$ cat config.mk
export PLATFORM = sky130hd
export DESIGN_NAME = action_list_validator
export DESIGN_NICKNAME = d
export VERILOG_FILES = /design/src/rtl/alv_pkg.sv /design/src/rtl/action_list_validator.sv /design/src/rtl/alv_in_reg.sv /design/src/rtl/alv_slot_check.sv
export SDC_FILE = /design/constraint.sdc
export NUM_CORES = 1
export LEC_CHECK = 0
export BUFFER_PORTS_ARGS = -buffer_cell sky130_fd_sc_hd__buf_4
export CELL_PAD_IN_SITES_DETAIL_PLACEMENT = 1
export CELL_PAD_IN_SITES_GLOBAL_PLACEMENT = 1
export CORE_AREA = 2 2 191 193
export CTS_CLUSTER_DIAMETER = 200
export CTS_CLUSTER_SIZE = 10
export DETAILED_ROUTE_END_ITERATION = 8
export DIE_AREA = 0 0 193 195
export HOLD_SLACK_MARGIN = 0.12
export PLACE_DENSITY = 0.56
export SLEW_MARGIN = 20
export SYNTH_ARGS = -nofsm -noshare
export SYNTH_HDL_FRONTEND = slang
export SYNTH_SLANG_ARGS = --single-unit
$ cat constraint.sdc
create_clock -name i_clk -period 6.9 [get_ports i_clk]
set_clock_uncertainty 0.15 [all_clocks]
set_input_delay 1.035 -clock i_clk [delete_from_list [all_inputs] [get_ports i_clk]]
set_output_delay 1.035 -clock i_clk [all_outputs]
set_load 0.1 [all_outputs]
$ cat src/rtl/alv_pkg.sv
// ----------------------------------------------------------------------------
// Action list validator package
// Status codes, action code values and the types shared by the modules.
// ----------------------------------------------------------------------------
package alv_pkg;

    localparam int SLOT_W     = 64;
    localparam int SLOT_CNT_W = 13;
    localparam int LIMIT_W    = 32;

    localparam logic [15:0] TYPE_OUTPUT       = 16'h0000;
    localparam logic [15:0] TYPE_SET_QUEUE    = 16'h0015;
    localparam logic [15:0] TYPE_EXPERIMENTER = 16'hFFFF;
    localparam logic [31:0] VENDOR_ID         = 32'h0000_2320;
    localparam logic [15:0] SUB_RESUBMIT      = 16'd1;
    localparam logic [15:0] SUB_SET_TUNNEL    = 16'd2;
    localparam logic [31:0] PORT_TABLE        = 32'hFFFF_FFF9;
    localparam logic [15:0] LEN_ONE_SLOT      = 16'd8;
    localparam logic [15:0] LEN_TWO_SLOTS     = 16'd16;
    localparam logic [LIMIT_W-1:0] PORT_LIMIT_RST = 32'd64;

    typedef enum logic [2:0] {
        ST_OK       = 3'd0,
        ST_BAD_LEN  = 3'd1,
        ST_BAD_PORT = 3'd2,
        ST_BAD_EXP  = 3'd3,
        ST_BAD_TYPE = 3'd4
    } t_status;

    // Per-list flags carried from slot to slot
    typedef struct packed {
        logic    await_sub;  // next slot holds an experimenter subtype
        logic    pend16;     // that experimenter action is exactly 16 bytes
        logic    tbl;        // table port permitted for this list
        t_status latched;    // first error of the list
    } t_flags;

    typedef struct packed {
        logic [SLOT_W-1:0]     word;
        logic [SLOT_CNT_W-1:0] cnt;
        logic                  tbl;
    } t_slot;

endpackage

$ cat src/rtl/action_list_validator.sv
// ----------------------------------------------------------------------------
// Action list validator
// Checks a streamed action list slot by slot and reports one status per list.
// ----------------------------------------------------------------------------
//  channel  direction  handshake                 payload
//  in       input      i_in_valid / o_in_stall   i_slot_word, i_slot_count,
//                                                i_table_allowed
//  out      output     o_out_valid / i_out_stall o_status
//  cfg      input      i_cfg_wr_en               i_cfg_wr_data (port limit)
//
// One slot request per cycle while o_in_stall is low; a list's status passes from
// the input register through the check logic into the result register when the
// check stage takes its last slot.
// Only a full result register held by i_out_stall stops the check stage.
// Reset closes any open list, drops both registers and sets port limit to 64.
// ----------------------------------------------------------------------------
module action_list_validator #(
    parameter int MAX_SLOTS = 8191
) (
    input  logic                             i_clk,
    input  logic                             i_rst_n,
    input  logic                             i_in_valid,
    output logic                             o_in_stall,
    input  logic [alv_pkg::SLOT_W-1:0]       i_slot_word,
    input  logic [alv_pkg::SLOT_CNT_W-1:0]   i_slot_count,
    input  logic                             i_table_allowed,
    output logic                             o_out_valid,
    input  logic                             i_out_stall,
    output logic [2:0]                       o_status,
    input  logic                             i_cfg_wr_en,
    input  logic [alv_pkg::LIMIT_W-1:0]      i_cfg_wr_data
);
    import alv_pkg::*;

    localparam int CW = $clog2(MAX_SLOTS+1);

    logic [LIMIT_W-1:0] r_port_limit;
    logic [CW-1:0]      r_list_rem;
    logic [CW-1:0]      r_act_rem;
    t_flags             r_flags;
    logic               r_out_valid;
    t_status            r_status;

    logic [CW-1:0]      n_list_rem;
    logic [CW-1:0]      n_act_rem;
    t_flags             n_flags;
    logic               res_valid;
    t_status            res_status;

    t_slot              in_slot;
    t_slot              s1_slot;
    logic               s1_valid;
    logic               take;
    logic               out_free;

    assign in_slot = '{word: i_slot_word, cnt: i_slot_count, tbl: i_table_allowed};

    alv_in_reg u_in_reg (
        .i_clk   (i_clk),
        .i_rst_n (i_rst_n),
        .i_valid (i_in_valid),
        .o_stall (o_in_stall),
        .i_slot  (in_slot),
        .i_take  (take),
        .o_valid (s1_valid),
        .o_slot  (s1_slot)
    );

    alv_slot_check #(
        .MAX_SLOTS (MAX_SLOTS)
    ) u_check (
        .i_list_rem   (r_list_rem),
        .i_act_rem    (r_act_rem),
        .i_flags      (r_flags),
        .i_port_limit (r_port_limit),
        .i_slot       (s1_slot),
        .o_list_rem   (n_list_rem),
        .o_act_rem    (n_act_rem),
        .o_flags      (n_flags),
        .o_res_valid  (res_valid),
        .o_res_status (res_status)
    );

    assign out_free = !r_out_valid || !i_out_stall;
    assign take     = s1_valid && (!res_valid || out_free);

    always_ff @(posedge i_clk) begin
        if (!i_rst_n) begin
            r_port_limit <= PORT_LIMIT_RST;
        end else if (i_cfg_wr_en) begin
            r_port_limit <= i_cfg_wr_data;
        end
    end

    always_ff @(posedge i_clk) begin
        if (!i_rst_n) begin
            r_list_rem <= '0;
            r_act_rem  <= '0;
            r_flags    <= '{await_sub: 1'b0, pend16: 1'b0, tbl: 1'b0, latched: ST_OK};
        end else if (take) begin
            r_list_rem <= n_list_rem;
            r_act_rem  <= n_act_rem;
            r_flags    <= n_flags;
        end
    end

    always_ff @(posedge i_clk) begin
        if (!i_rst_n) begin
            r_out_valid <= 1'b0;
        end else if (take && res_valid) begin
            r_out_valid <= 1'b1;
        end else if (!i_out_stall) begin
            r_out_valid <= 1'b0;
        end
    end

    always_ff @(posedge i_clk) begin
        if (take && res_valid) begin
            r_status <= res_status;
        end
    end

    assign o_out_valid = r_out_valid;
    assign o_status    = r_status;

endmodule

$ cat src/rtl/alv_in_reg.sv
// ----------------------------------------------------------------------------
// Action list validator input register
// Captures one slot request and holds it until the check stage takes it.
// ----------------------------------------------------------------------------
module alv_in_reg (
    input  logic          i_clk,
    input  logic          i_rst_n,
    input  logic          i_valid,
    output logic          o_stall,
    input  alv_pkg::t_slot i_slot,
    input  logic          i_take,
    output logic          o_valid,
    output alv_pkg::t_slot o_slot
);
    import alv_pkg::*;

    logic  r_valid;
    t_slot r_slot;
    logic  accept;

    assign o_stall = r_valid && !i_take;
    assign accept  = i_valid && !o_stall;

    always_ff @(posedge i_clk) begin
        if (!i_rst_n) begin
            r_valid <= 1'b0;
        end else if (accept) begin
            r_valid <= 1'b1;
        end else if (i_take) begin
            r_valid <= 1'b0;
        end
    end

    always_ff @(posedge i_clk) begin
        if (accept) begin
            r_slot <= i_slot;
        end
    end

    assign o_valid = r_valid;
    assign o_slot  = r_slot;

endmodule

$ cat src/rtl/alv_slot_check.sv
// ----------------------------------------------------------------------------
// Action list validator slot check
// Next-state and status logic for one slot against the open list.
// ----------------------------------------------------------------------------
module alv_slot_check #(
    parameter int MAX_SLOTS = 8191
) (
    input  logic [$clog2(MAX_SLOTS+1)-1:0] i_list_rem,
    input  logic [$clog2(MAX_SLOTS+1)-1:0] i_act_rem,
    input  alv_pkg::t_flags                i_flags,
    input  logic [alv_pkg::LIMIT_W-1:0]    i_port_limit,
    input  alv_pkg::t_slot                 i_slot,
    output logic [$clog2(MAX_SLOTS+1)-1:0] o_list_rem,
    output logic [$clog2(MAX_SLOTS+1)-1:0] o_act_rem,
    output alv_pkg::t_flags                o_flags,
    output logic                           o_res_valid,
    output alv_pkg::t_status               o_res_status
);
    import alv_pkg::*;

    localparam int CW = $clog2(MAX_SLOTS+1);

    logic [15:0]           h_type;
    logic [15:0]           h_len;
    logic [31:0]           h_low;
    logic [SLOT_CNT_W-1:0] nslots;
    logic [SLOT_CNT_W-1:0] cnt_c;
    logic                  reserved;
    logic                  port_ok;

    assign h_type = i_slot.word[63:48];
    assign h_len  = i_slot.word[47:32];
    assign h_low  = i_slot.word[31:0];
    assign nslots = h_len[15:3];
    assign cnt_c  = (i_slot.cnt > SLOT_CNT_W'(MAX_SLOTS)) ? SLOT_CNT_W'(MAX_SLOTS)
                                                           : i_slot.cnt;
    // in_port .. local, all ones except the low three bits
    assign reserved = (&h_low[31:3]) && (h_low[2:0] != 3'b111);

    always_comb begin
        logic [CW-1:0] lr;
        logic [CW-1:0] ar;
        logic [CW-1:0] lr_dec;
        t_flags        fl;
        t_status       err;
        logic          empty;
        logic          tbl_eff;

        lr           = i_list_rem;
        ar           = i_act_rem;
        fl           = i_flags;
        err          = ST_OK;
        empty        = 1'b0;
        o_res_valid  = 1'b0;
        o_res_status = ST_OK;

        // first slot opens a new list
        if (i_list_rem == '0) begin
            fl    = '{await_sub: 1'b0, pend16: 1'b0, tbl: i_slot.tbl, latched: ST_OK};
            ar    = '0;
            lr    = CW'(cnt_c);
            empty = (cnt_c == '0);
        end
        tbl_eff = fl.tbl;
        port_ok = reserved ? ((h_low != PORT_TABLE) || tbl_eff) : (h_low < i_port_limit);

        if (!empty && fl.latched == ST_OK) begin
            if (ar == '0) begin
                if ((nslots > SLOT_CNT_W'(lr)) || (h_len == '0) || (h_len[2:0] != 3'd0)) begin
                    err = ST_BAD_LEN;
                end else begin
                    ar = CW'(nslots - SLOT_CNT_W'(1));
                    priority if (h_type == TYPE_OUTPUT) begin
                        if (h_len != LEN_TWO_SLOTS) begin
                            err = ST_BAD_LEN;
                        end else if (!port_ok) begin
                            err = ST_BAD_PORT;
                        end
                    end else if (h_type == TYPE_SET_QUEUE) begin
                        if (h_len != LEN_ONE_SLOT) begin
                            err = ST_BAD_LEN;
                        end
                    end else if (h_type == TYPE_EXPERIMENTER) begin
                        if (h_low != VENDOR_ID) begin
                            err = ST_BAD_EXP;
                        end else if (h_len < LEN_TWO_SLOTS) begin
                            err = ST_BAD_LEN;
                        end else begin
                            fl.await_sub = 1'b1;
                            fl.pend16    = (h_len == LEN_TWO_SLOTS);
                        end
                    end else begin
                        err = ST_BAD_TYPE;
                    end
                end
            end else begin
                if (fl.await_sub) begin
                    if (h_type == SUB_RESUBMIT || h_type == SUB_SET_TUNNEL) begin
                        err = fl.pend16 ? ST_OK : ST_BAD_LEN;
                    end else begin
                        err = ST_BAD_EXP;
                    end
                    fl.await_sub = 1'b0;
                end
                ar = ar - CW'(1);
            end
            if (err != ST_OK) begin
                fl.latched   = err;
                fl.await_sub = 1'b0;
                ar           = '0;
            end
        end

        lr_dec = lr - CW'(1);
        if (empty) begin
            o_res_valid  = 1'b1;
            o_res_status = ST_OK;
            lr           = '0;
        end else if (lr_dec == '0) begin
            // last slot of the list: report and close
            o_res_valid  = 1'b1;
            o_res_status = fl.latched;
            lr           = '0;
            ar           = '0;
            fl           = '{await_sub: 1'b0, pend16: 1'b0, tbl: 1'b0, latched: ST_OK};
        end else begin
            lr = lr_dec;
        end

        o_list_rem = lr;
        o_act_rem  = ar;
        o_flags    = fl;
    end

endmodule

# After elaboration in Yosys (flattened, before gate mapping)
# Index checks and enable logic that the tools add are counted.
[op_classes] n_addsub=3 n_eq_ne=11 n_lt_le_gt_ge=4 bitwise_logic=1 reduce_logical=30 muxes=48
[op_table] op="$mux 13" n=11
[op_table] op="$logic_not 13->1" n=4
[op_table] op="$sub 13x1->13 const B" n=3
[op_table] op="$mux 3" n=12
[op_table] op="$eq 16x5->1 const B" n=2
[op_table] op="$logic_not 16->1" n=2
[op_table] op="$lt 32x32->1" n=1
[op_table] op="$ne 32x14->1 const B" n=1
[op_table] op="$ne 32x32->1 const B" n=1
[op_table] op="$reduce_and 29->1" n=1
[op_table] op="$mux 6" n=3
[op_table] op="$eq 16x1->1 const B" n=1
[op_table] op="$eq 16x16->1 const B" n=1
[op_table] op="$eq 16x2->1 const B" n=1
[op_table] op="$lt 16x5->1 const B" n=1
[op_table] op="$mux 2" n=8
[op_table] op="$ne 16x4->1 const B" n=1
[op_table] op="$ne 16x5->1 const B" n=1
[op_table] op="$mux 1" n=14
[op_table] op="$gt 13x13->1" n=1
[op_table] op="$gt 13x13->1 const B" n=1
[op_table] op="$logic_and 1x1->1" n=6
[op_table] op="$logic_not 1->1" n=6
[op_table] op="$logic_or 1x1->1" n=6
[op_table] op="other kinds (7)" n=8
[word_totals] output_inout_bits=5 register_bits=147 inputBits=115 word_cells=110

# Longest topological paths before layout
[depth] word_depth=15 ltp_mapped=15

# Hierarchy
# A second synthesis with hierarchy kept.
[unflattened] hier_cells=840 hier_area_um2=8305.5
[modules_own_cells] module="alv_slot_check" area_per_inst_um2=3258.1 n_inst=1 cells_per_inst=506
[modules_own_cells] module="action_list_validator" area_per_inst_um2=2657.5 n_inst=1 cells_per_inst=252
[modules_own_cells] module="alv_in_reg" area_per_inst_um2=2389.8 n_inst=1 cells_per_inst=82

# Worst setup path after synthesis
# Ideal clock, no wire load.
[synth_path] kind="reg-to-reg" start="register r_list_rem[6]" end="register u_in_reg.r_slot, in the netlist u_in_reg.o_slot[0], enable pin" slack_ns=-0.918 path_stages_with_launch=15 setup_ns=0.522 required_ns=6.228 arrival_time_ns=7.147 cell_sequence="dfxtp_1 > or4_1 > buf_6 > nor4_4 > buf_4 > a21oi_1 > ha_1 > nor4b_1 > o41ai_4 > xnor2_1 > and3_4 > o21a_4 > nand3_1 > a21oi_1 > nor2b_1"
[synth_via] elab_chain_cells=13 elab_cells_between_ends=14 classes_between="1 x add/sub; 4 x mux; 9 x reduce/logical"
[synth_rtl] item="start, declared" line="action_list_validator.sv:38" source="logic [CW-1:0] r_list_rem;"
[synth_rtl] item="start signal, assigned" line="action_list_validator.sv:101" source="r_list_rem <= n_list_rem;"
[synth_rtl] item="$logic_not 13->1" line="alv_slot_check.sv:58" source="if (i_list_rem == '0) begin"
[synth_rtl] item="$mux 13" line="alv_slot_check.sv:58"
[synth_rtl] item="$sub 13x1->13" line="alv_slot_check.sv:114" source="lr_dec = lr - CW'(1);"
[synth_rtl] item="$logic_not 13->1" line="alv_slot_check.sv:119" source="end else if (lr_dec == '0) begin"
[synth_rtl] item="$mux 1" line="alv_slot_check.sv:119"
[synth_rtl] item="$mux 1 (*)" line="alv_slot_check.sv:115" source="if (empty) begin"
[synth_rtl] item="$logic_not 1->1 (*)" line="action_list_validator.sv:85" source="assign take = s1_valid && (!res_valid || out_free);"
[synth_rtl] item="$logic_or 1x1->1 (*)" line="action_list_validator.sv:85"
[synth_rtl] item="$logic_and 1x1->1 (*)" line="action_list_validator.sv:85"
[synth_rtl] item="$logic_not 1->1 (*)" line="alv_in_reg.sv:21" source="assign o_stall = r_valid && !i_take;"
[synth_rtl] item="$logic_and 1x1->1 (*)" line="alv_in_reg.sv:21"
[synth_rtl] item="named net o_in_stall" line="action_list_validator.sv:23" source="output logic o_in_stall,"
[synth_rtl] item="$logic_not 1->1 (*)" line="alv_in_reg.sv:22" source="assign accept = i_valid && !o_stall;"
[synth_rtl] item="$logic_and 1x1->1 (*)" line="alv_in_reg.sv:22"
[synth_rtl] item="named net u_in_reg.accept" line="alv_in_reg.sv:19" source="logic accept;"
[synth_rtl] item="end signal, assigned" line="alv_in_reg.sv:36" source="r_slot <= i_slot;"
[synth_rtl] item="end, declared" line="alv_in_reg.sv:18" source="t_slot r_slot;"
# Mark *: on every way through the listed nets, which the timed path passes. The rest lies on a longest branch.
# A chain may end at the register's enable or synchronous reset.

# Final worst setup path
[layout_path] start="register r_list_rem[6]" end="output o_in_stall"
[layout_via] elab_chain_cells=11 elab_cells_between_ends=12 classes_between="1 x add/sub; 4 x mux; 7 x reduce/logical"
[layout_rtl] item="$logic_not 13->1" line="alv_slot_check.sv:58"
[layout_rtl] item="$mux 13" line="alv_slot_check.sv:58"
[layout_rtl] item="$sub 13x1->13" line="alv_slot_check.sv:114"
[layout_rtl] item="$logic_not 13->1" line="alv_slot_check.sv:119"
[layout_rtl] item="$mux 1" line="alv_slot_check.sv:119"
[layout_rtl] item="$mux 1 (*)" line="alv_slot_check.sv:115"
[layout_rtl] item="$logic_not 1->1 (*)" line="action_list_validator.sv:85"
[layout_rtl] item="$logic_or 1x1->1 (*)" line="action_list_validator.sv:85"
[layout_rtl] item="$logic_and 1x1->1 (*)" line="action_list_validator.sv:85"
[layout_rtl] item="$logic_not 1->1 (*)" line="alv_in_reg.sv:21"
[layout_rtl] item="$logic_and 1x1->1 (*)" line="alv_in_reg.sv:21"
[layout_rtl] item="end, declared" line="action_list_validator.sv:23"
# Every way passes the cells marked *; elsewhere a longest branch is shown, timed or not.

==> run_results.csv <==
group,metric,value,unit
hold_path,hold_class,"reg2reg",
sta,hold_viol_final,0,
synth,avgSynthCellArea,10.21,µm²
global_route,grt_overflow,0,
worst_setup_path,slowest_delay,0.61,ns
clock_network,cts_buffer_depth,2,
global_route,gr-usage-all-layers,13.64,%
power,ir_drop,0.2888,mV
worst_setup_path,slowest_stage,"nor4b_1",
route,vias,6669,
place,dp_hpwl,18890,µm
die,dieHeight,195,µm
clock_network,ctsResizeCount,0,
synth,synth-edff-count,81,
clock_network,holdBufCountCts,0,
sta,rsz0062_at_grt,"no",
worst_setup_path,crit_chain,"or4_1, nor4_4, a21oi_1, ha_1, nor4b_1, o41ai_4, nor4_2, o22a_2, nand3_1, a21oi_2, buf_4",
place,port-buffer-count,119,
global_route,grt_max_degree,79,
flow_run,drv_cap,0,
worst_setup_path,cp.required,5.71,ns
clock_network,h-tree-depth,4,
synth,yosys_warnings,0,
worst_setup_path,cp_data_arrival_time,4.35,ns
sta,max-slew-margin-rel,40.27,%
worst_setup_path,worst-setup-path-type,"reg2out",
worst_setup_path,worst-r2r-setup-slack,2.16,ns
worst_setup_path,path_buf_inv,1,
global_route,grt_pass1_wl,39380,µm
route,drt_pass1_iterations,4,
worst_setup_path,timing.critical_path.fanout_max,7,
synth,syn_inst,788,
synth,yosysTopAreaCell,"edfxtp_1",
die,die-width,193,µm
die,initial_core_util,22.73,%
global_route,grt_pass1_vias,6926,
clock_network,cts_setup_buffers,0,
layout,area_growth_syn_to_layout,25.33,%
global_route,antenna_found_initial,0,
die,top_level_ports,120,
synth,synth_common_cells,"81 x edfxtp_1, 66 x dfxtp_1, 66 x nor2_1, 56 x a21oi_1",
clock_network,cts_root_buffer,"clkbuf_16",
synth,synth_area,8045,µm²
sta,tns,0,ns
synth,synth_nets,950,
sta,finalSetupViolations,0,
layout,finalNonFillerCells,1382,
route,wl_per_cell,18.05,µm
clock_network,cts.sinks,147,
worst_setup_path,startpoint_type,"register",
route,ant_nets,0,
die,core-area,35400,µm²
layout,fin_nets,1070,
die,rows,69,
sta,slew_violations,0,
route,drt_iter0_markers,340,
layout,antenna_cells,0,
synth,synth-main-ff-cell,"edfxtp_1",
die,dieArea,37640,µm²
sta,fmax,180.7,MHz
synth,yosys.area.top_type_share,30.23,%
clock_network,numCtsBuffers,17,
layout,drive_above_1_share,20.85,%
route,drc,0,
worst_setup_path,critical_path.top_delay_family,"simple AND/OR/NAND/NOR gates",
clock_network,cts_tree,"yes",
worst_setup_path,cp-end-kind,"output port",
route,totalWireLength,24940,µm
clock_network,cts.clk_slew.worst_paths,0.07,ns
place,placed_cells,1349,
power,p_leak,3.793,nW
sta,fin_crit_sh,80.20,%
power,power-per-cell-area,426.1,nW/µm²
sta,tightest_slew,0.8917,ns
sta,finalCriticalPeriod,5.534,ns
synth,ys_seq_elements,147,
clock_network,clkLatencyLatePin,0.45,ns
synth,synth.distinct_cells,84,
run_status,outcome,"finished, final reports clean",
route,vias_per_cell,4.826,
synth,synth-seq-area-share,46.66,%
place,globalplace.congestion,0.8219,
synth,synth.most_common_cell,"edfxtp_1",
synth,ys_top_cells_by_area,"edfxtp_1 30%, dfxtp_1 16%, ha_1 7.3%",
layout,post-route-util,28.49,%
synth,synthArstFlopShare,0,%
[worst register-to-register path, cell delays in order, from the launching register on]
cell,delay [ns]
dfxtp_1,0.46
or4_1,0.35
nor4_4,0.08
a21oi_1,0.30
ha_1,0.31
nor4b_1,0.61
o41ai_4,0.29
o31a_2,0.42
o22a_2,0.27
nand3_1,0.18
a21oi_2,0.13
nor2b_4,0.12
buf_4,0.32
buf_16,0.31
[area by class of cell]
| cell class | count | area, µm² |
|---|---|---|
| flip-flops and latches | 147 | 3754 |
| well taps | 461 | 576.8 |
| multi-input cells | 571 | 4013 |
| clock buffers | 18 | 429.2 |
| clock inverters | 14 | 165.2 |
| fillers | 4019 | 25310 |
| inverters | 42 | 157.7 |
| repair buffers | 129 | 988.4 |
[logic make-up (layout without fill, tap and decap cells)]
logic type,after synthesis,after routing,synth area share [%]
XOR/XNOR,23,23,2.504
adder cells (fa/ha/maj),47,47,7.309
multiplexers,36,36,4.495
flip-flops,147,147,46.66
AND/OR/NAND/NOR,265,265,18.23
AO/OA/AOI/OAI,200,200,17.03
buffers and inverters,70,203,3.779
[registers in the layout (all words and copies together) (netlist names)]
signal and count:
o_out_valid 1, o_status 3, r_act_rem 13, r_flags 6, r_list_rem 13, r_port_limit 32, u_in_reg.o_slot 78, u_in_reg.o_valid 1
[metrics by stage]
stage,total power [mW],area [µm²],hold WS (ns),setup WS (ns)
floorplan,2.758,8051,0.3104,0.9677
global placement,3.293,9448,0.3250,1.862
detailed placement,3.333,9448,0.3377,1.746
CTS,4.316,10040,0.3525,1.260
global route,4.624,10080,0.3676,1.025
finish,4.296,10080,0.3476,1.366
[placed cells by master, fill, tap and decap left out, drive strengths merged, types with 20 or more instances in the layout]
cell    count
buf       129
edfxtp     81
nor2       66
dfxtp      66
a21oi      57
inv        50
nand2      48
o21ai      48
ha         47
mux2i      35
nor4       26
nand4      22
nor3       20
[final timing paths]
| check | from | to | depth (start not counted) |
|---|---|---|---|
| worst min-delay path | r_port_limit[13]$_SDFFE_PN0P_ | r_port_limit[13]$_SDFFE_PN0P_ | 2 |
| worst min register to register | r_port_limit[13]$_SDFFE_PN0P_ | r_port_limit[13]$_SDFFE_PN0P_ | 2 |
| worst max register to register | r_list_rem[6]$_SDFFE_PN0P_ | u_in_reg.o_slot[17]$_DFFE_PP_ | 13 |
| worst max-delay path | r_list_rem[6]$_SDFFE_PN0P_ | o_in_stall | 11 |
[metal layers]
metal / track usage [%] / wire, µm
met4: 4.574 / 396
met1: 18.18 / 11700
met5: 0 / 0
met2: 22.17 / 12100
met3: 2.480 / 746
[power by group]
part           internal, mW  switching, mW  leakage [nW]
combinational         0.833           1.38          2.16
clock                 0.545          0.414         0.292
sequential             1.02          0.105          1.34
total                  2.39           1.90          3.79
No activity file was read; power rests on OpenSTA's default activity.
